`src/hdl/tccw_pkg.sv`:
```
// Shared types and constants for the text console character writer.
package tccw_pkg;

  // Field widths fixed by the interface.
  localparam int CELL_W         = 16;
  localparam int CHAR_W         = 8;
  localparam int ATTR_W         = 8;
  localparam int ADDR_FIELD_W   = 13;
  localparam int CURSOR_FIELD_W = 13;
  localparam int CFG_INDEX_W    = 2;
  localparam int CFG_DATA_W     = 8;

  // Command codes.
  localparam logic CMD_PUT  = 1'b0;
  localparam logic CMD_READ = 1'b1;

  // Control characters and the blank used for erasing.
  localparam logic [CHAR_W-1:0] CH_BS      = 8'd8;
  localparam logic [CHAR_W-1:0] CH_TAB     = 8'd9;
  localparam logic [CHAR_W-1:0] CH_LF      = 8'd10;
  localparam logic [CHAR_W-1:0] CH_CR      = 8'd13;
  localparam logic [CHAR_W-1:0] BLANK_CHAR = 8'h20;

  // Configuration register indexes.
  typedef logic [CFG_INDEX_W-1:0] cfg_index_t;
  localparam cfg_index_t REG_NARROW = 2'd0;
  localparam cfg_index_t REG_SHORT  = 2'd1;
  localparam cfg_index_t REG_ATTR   = 2'd2;

  // Divisor selection for the constant divider.
  typedef logic [1:0] div_sel_t;
  localparam div_sel_t DIV_WIDE   = 2'd0;
  localparam div_sel_t DIV_NARROW = 2'd1;
  localparam div_sel_t DIV_TAB    = 2'd2;

endpackage

```
`src/hdl/tccw_div_const.sv`:
```
// Remainder of the cursor by one of three constant divisors, by reciprocal multiply.
module tccw_div_const #(
  parameter int XW       = 14,
  parameter int D_WIDE   = 80,
  parameter int D_NARROW = 40,
  parameter int D_TAB    = 8
) (
  input  logic               clk,
  input  tccw_pkg::div_sel_t sel,
  input  logic [XW-1:0]      x,
  output logic [XW-1:0]      rem
);
  import tccw_pkg::*;

  localparam int MW = XW + 1;
  localparam int PW = XW + MW;
  localparam logic [MW-1:0] M_WIDE   = MW'((1 << XW) / D_WIDE);
  localparam logic [MW-1:0] M_NARROW = MW'((1 << XW) / D_NARROW);
  localparam logic [MW-1:0] M_TAB    = MW'((1 << XW) / D_TAB);

  logic [MW-1:0] m_sel;
  logic [XW-1:0] d_sel;
  logic [PW-1:0] prod_r, prod_nxt;
  logic [XW-1:0] qd_r, qd_nxt;
  logic [XW-1:0] q_est;
  logic [XW-1:0] r_raw;

  // Reciprocal and divisor for the selected case.
  always_comb begin
    unique case (sel)
      DIV_NARROW: begin
        m_sel = M_NARROW;
        d_sel = XW'(D_NARROW);
      end
      DIV_TAB: begin
        m_sel = M_TAB;
        d_sel = XW'(D_TAB);
      end
      default: begin
        m_sel = M_WIDE;
        d_sel = XW'(D_WIDE);
      end
    endcase
  end

  // Stage one scales by the reciprocal; stage two forms the estimated quotient times
  // the divisor. The estimate is low by at most one.
  assign prod_nxt = PW'(x) * PW'(m_sel);
  assign q_est    = XW'(prod_r >> XW);
  assign qd_nxt   = q_est * d_sel;

  always_ff @(posedge clk) begin
    prod_r <= prod_nxt;
    qd_r   <= qd_nxt;
  end

  // One correcting subtract brings the remainder below the divisor.
  assign r_raw = x - qd_r;
  assign rem   = (r_raw >= d_sel) ? (r_raw - d_sel) : r_raw;

endmodule

```
`config.mk`:
```
export PLATFORM = sky130hd
export DESIGN_NAME = tccw_div_const
export DESIGN_NICKNAME = d
export VERILOG_FILES = /design/src/hdl/tccw_pkg.sv /design/src/hdl/tccw_div_const.sv
export SDC_FILE = /design/constraint.sdc
export NUM_CORES = 1
export LEC_CHECK = 0
export ABC_AREA = 1
export BUFFER_PORTS_ARGS = -buffer_cell sky130_fd_sc_hd__buf_4
export CAP_MARGIN = 20
export CORE_ASPECT_RATIO = 0.9
export CORE_MARGIN = 1.5
export CORE_UTILIZATION = 30
export DETAILED_ROUTE_END_ITERATION = 10
export MAX_ROUTING_LAYER = met4
export PLACE_DENSITY = 0.52
export SYNTH_ARGS = -nofsm -noshare
export SYNTH_HDL_FRONTEND = slang
export SYNTH_SLANG_ARGS = --single-unit
```
`constraint.sdc`:
```
create_clock -name clk -period 13 [get_ports clk]
set_input_delay 2.6 -clock clk [delete_from_list [all_inputs] [get_ports clk]]
set_output_delay 2.6 -clock clk [all_outputs]
set_load 0.05 [all_outputs]
```
### Word-level counts from Yosys, hierarchy flattened

Cells that the tools add are included.

* output and inout port bits: 14
* register bits after elaboration: 40
* input port bits: 17

* mux-type cells: 3
* eq/ne operators: 2
* multipliers: 2
* magnitude comparators: 1
* $add $sub $neg: 2

Operator list (number)
* subtractor 14 bit: 2
* multiplier 14 x 12 -> 26 bit: 1
* case mux 12 bit (2 select lines): 1
* >= comparator 14 bit: 1
* multiplier 12 x 7 -> 14 bit: 1
* two-way mux 14 bit: 1
* case mux 7 bit (2 select lines): 1
* equality test 2 x 1 -> 1 bit, second input constant: 1
* equality test 2 bit, second input constant: 1

### Logic depth before layout (Yosys ltp)

* depth after elaboration: 4
* gate-level depth with buffers: 24

### Worst setup path before layout

Ideal clock, no wire load.

* path type: input-to-output
* from: input port x[5]
* to: output port rem[11]
* cell stages on the path: 17
* path buffers: 0
* required time: 10.400 ns
* setup slack: 5.447 ns
* data arrival time: 4.953 ns
* cell sequence: ha_1 nand2_1 inv_1 nand2_1 nand2_1 nor2_1 xnor2_1 ha_1 nand2_1 nand2_1 nor2_1 nand3_1 nor2_1 nand3_1 xor2_1 inv_1 nor2_2

* longest elaborated chain between the ends: 3
* elaborated cells between the ends (all ways): 4
* classes of those cells: 2 x add/sub; 1 x order compare; 1 x mux

Ends and longest elaborated chain
* from (decl): line tccw_div_const.sv:10 `input logic [XW-1:0] x,`
* subtractor 14 bit (*): line tccw_div_const.sv:58 `assign r_raw = x - qd_r;`
* subtractor 14 bit or >= comparator 14 bit (tied branches): line tccw_div_const.sv:59 `assign rem = (r_raw >= d_sel) ? (r_raw - d_sel) : r_raw;`
* two-way mux 14 bit (*): line tccw_div_const.sv:59
* to (decl): line tccw_div_const.sv:11 `output logic [XW-1:0] rem`

Every way passes the cells marked *; elsewhere a longest branch is shown, timed or not.

### Final worst setup path

* from: input port sel[1]
* to: output port rem[10]

* longest elaborated chain between the ends: 4
* elaborated cells between the ends (all ways): 6
* classes of those cells: 1 x add/sub; 1 x order compare; 2 x eq/ne; 2 x mux

Ends and longest elaborated chain
* from (decl): line tccw_div_const.sv:9 `input tccw_pkg::div_sel_t sel,`
* equality test 2 bit or equality test 2 x 1 -> 1 bit (tied branches): line tccw_div_const.sv:30 `unique case (sel)`
* case mux 7 bit (2 select lines) (*): line tccw_div_const.sv:30
* subtractor 14 bit or >= comparator 14 bit (tied branches): line tccw_div_const.sv:59
* two-way mux 14 bit (*): line tccw_div_const.sv:59

Marks and branches as above.

==> metrics.yaml <==
firstDrtPassIters: 4
die_x_um: 159
ys_types: 36
hold_start: "prod_r[14]"
drive_above_1_share_pct: 7.98
ir_drop_mv: 0.331
dr_wl_met3_um: 658
grt_max_degree: 34
drv_slew: 0
core_mm2: 0.0216
syn2layout_area_growth_pct: 9.78
synth-simple-area-share_pct: 21.2
synth-compound-area-share_pct: 4.94
async_flop_share_pct: 0
wl_met2_um: 6680
wl_met1_um: 7590
highest_layer: "met4"
drtIter0Drc: 231
worstReg2RegEnd: "qd_r[12]"
grt_pass1_wl_um: 25700
grt_usage_pct: 14.4
arrival_ps: 5360
ant_nets: 0
synth-seq-area-share_pct: 6.68
finalSetupViolCount: 0
fp-row-count: 51
synthAdderAreaFrac_pct: 47.5
io_buffer_count: 30
rsz0062_at_grt: "false"
fin_crit_sh_pct: 61.3
timing.final.crit_period_ps: 7960
place_congestion: 0.826
synth_top_family_by_area: "adder cells"
worstSetupPathType: "in -> out"
drc: 0
ys_ff_latch: 22
hold_class: "reg -> reg"
synth_xor_xnor_area_share_pct: 4.78
worstPathMaxFanout: 24
avgRoutedWirePerCell_um: 12.5
dieArea_mm2: 0.0229
start_kind: "input port"
crit_path_end_kind: "primary output"
rr_worst_depth: 13
synth_edf_count: 0
ys.flop_type: "dfxtp_1"
ctsHoldBuffers: 0
cts-resized-gates: 0
via_count: 5124
routed_wl_um: 15000
r2r-start: "prod_r[19]"
synthMuxAreaShare_pct: 0
outcome: "completed"
hold_path_depth: 2
max_clock_freq_mhz: 126
power_w: 0.00170
avgSynthCellArea_um2: 7.40
power_leakage_nw: 4.53
synth_warnings: 0
n_antenna_cell: 0
fin_skew_ps: 7.49
cts-buffers-inserted: 3
hold_ws_ps: 446
grt_pass1_vias: 5052
cts_tree: "yes"
dp.cells: 1202
cp_data_required_time_ps: 10400
overflow: 0
cts-htree-levels: 1
setup_tns_ps: 0
place_hpwl_um: 13600
min_to: "qd_r[3]"
insertion_delay_ps: 260
ioPinCount: 31
start_util_pct: 30.6
synthCells: 891
p_per_area_mw_per_mm2: 234
layout.nets: 1137
viasPerCell: 4.25
cts.sinks: 22
syn_area_mm2: 0.00659
cts-root-buf: "clkbuf_16"
clk_pin_slew_worst_paths_ps: 70
antenna_found_initial: 0
post-cts-setup-buffers: 0
final_cells: 1206
tightest_slew_ps: 961
clk_path_buf_depth: 2
maxCapViolations: 0
syn_nets: 1112
relSlewSlack_pct: 35.9
regToRegSetupSlack_ps: 9720
hold_viol_final: 0
dieHeight_um: 144
state kept, by name (all words and copies together) (netlist names):
register and flops:
qd_r 11, prod_r 11
report_power, final:
group	total [W]	switching, W	internal, W	leakage, nW
Clock	0.0000888	0.0000276	0.0000613	0.0511
Sequential	0.000126	0.0000173	0.000109	0.185
Combinational	0.00148	0.000946	0.000535	4.30
critical path, cell delays in order:
cell     delay, ps
buf_4          120
inv_1           50
ha_1           780
inv_1          110
ha_1           380
nand2_1         90
nand2_1         60
o21ai_0        210
inv_1          120
nor2_4         160
nand3_2        110
nor2_4         110
nand3_4        130
inv_4          120
nor2_2          40
buf_4          180
synth_stat cells (4+ instances only):
cell	instances	area (um^2)
a21oi_1	25	125
nand4_1	12	75.1
nor4_1	4	25.0
nand2_1	185	694
ha_1	127	1590
inv_2	7	26.3
nand3_1	24	120
inv_1	236	886
fa_1	77	1540
clkbuf_1	7	26.3
nor2_2	7	43.8
nor3_1	5	25.0
xnor2_1	12	105
nand2_2	12	75.1
a21o_1	8	60.1
dfxtp_1	22	440
o21ai_0	15	75.1
xor2_1	24	210
nor2_1	53	199
how the worst max path moves through the flow:
stage           start         end  slack, ps  cells after the start
2_1_floorplan    x[5]     rem[11]       5450                     17
3_3_place_gp   sel[1]  prod_r[20]       4990                     19
3_5_place_dp   sel[1]  prod_r[20]       5000                     19
4_1_cts        sel[1]     rem[10]       5000                     16
5_1_grt        sel[1]     rem[10]       4780                     16
6_report       sel[1]     rem[10]       5040                     16
routing by layer:
layer | track usage [%] | up-vias
met4 | 1.84 | 0
met3 | 1.79 | 10
met1 | 20.3 | 2302
met5 | - | -
met2 | 22.8 | 81
li1 | - | 2731
logic make-up (layout without fill, tap and decap cells):
family,Yosys count,count (layout)
fa+ha+maj,204,204
compound gates,57,57
buf+inv,255,279
xor+xnor,36,36
flops,22,22
simple gates,316,316
other cells,1,1
final cells by class:
class	count	area, um^2
fill	2379	14300
multi-input combinational	614	5170
inverter	244	918
sequential	22	440
tap	291	364
timing repair buffer	31	233
clock buffer	3	75.1
clock inverter	1	30.0
metrics by stage:
step	utilization, %	area, um^2	setup slack [ps]
floorplan	-	6590	5450
global placement	33.1	7130	4990
detailed placement	33.1	7130	5000
CTS	33.5	7230	5000
global route	33.5	7230	4780
finish	33.5	7230	5040
placed cells by master (no fill, tap or decap), drive strengths merged, types with 3 or more instances in the layout:
| master | Yosys | layout |
|---|---|---|
| inv | 244 | 244 |
| nand2 | 200 | 200 |
| ha | 127 | 127 |
| fa | 77 | 77 |
| nor2 | 63 | 63 |
| buf | 3 | 31 |
| nand3 | 28 | 28 |
| a21oi | 25 | 25 |
| xor2 | 24 | 24 |
| dfxtp | 22 | 22 |
| o21ai | 15 | 15 |
| xnor2 | 12 | 12 |
| nand4 | 12 | 12 |
| a21o | 8 | 8 |
| nor3 | 5 | 5 |
| nor4 | 4 | 4 |
| a31oi | 3 | 3 |
| clkbuf | 7 | 3 |
No activity file was read; power rests on OpenSTA's default activity.
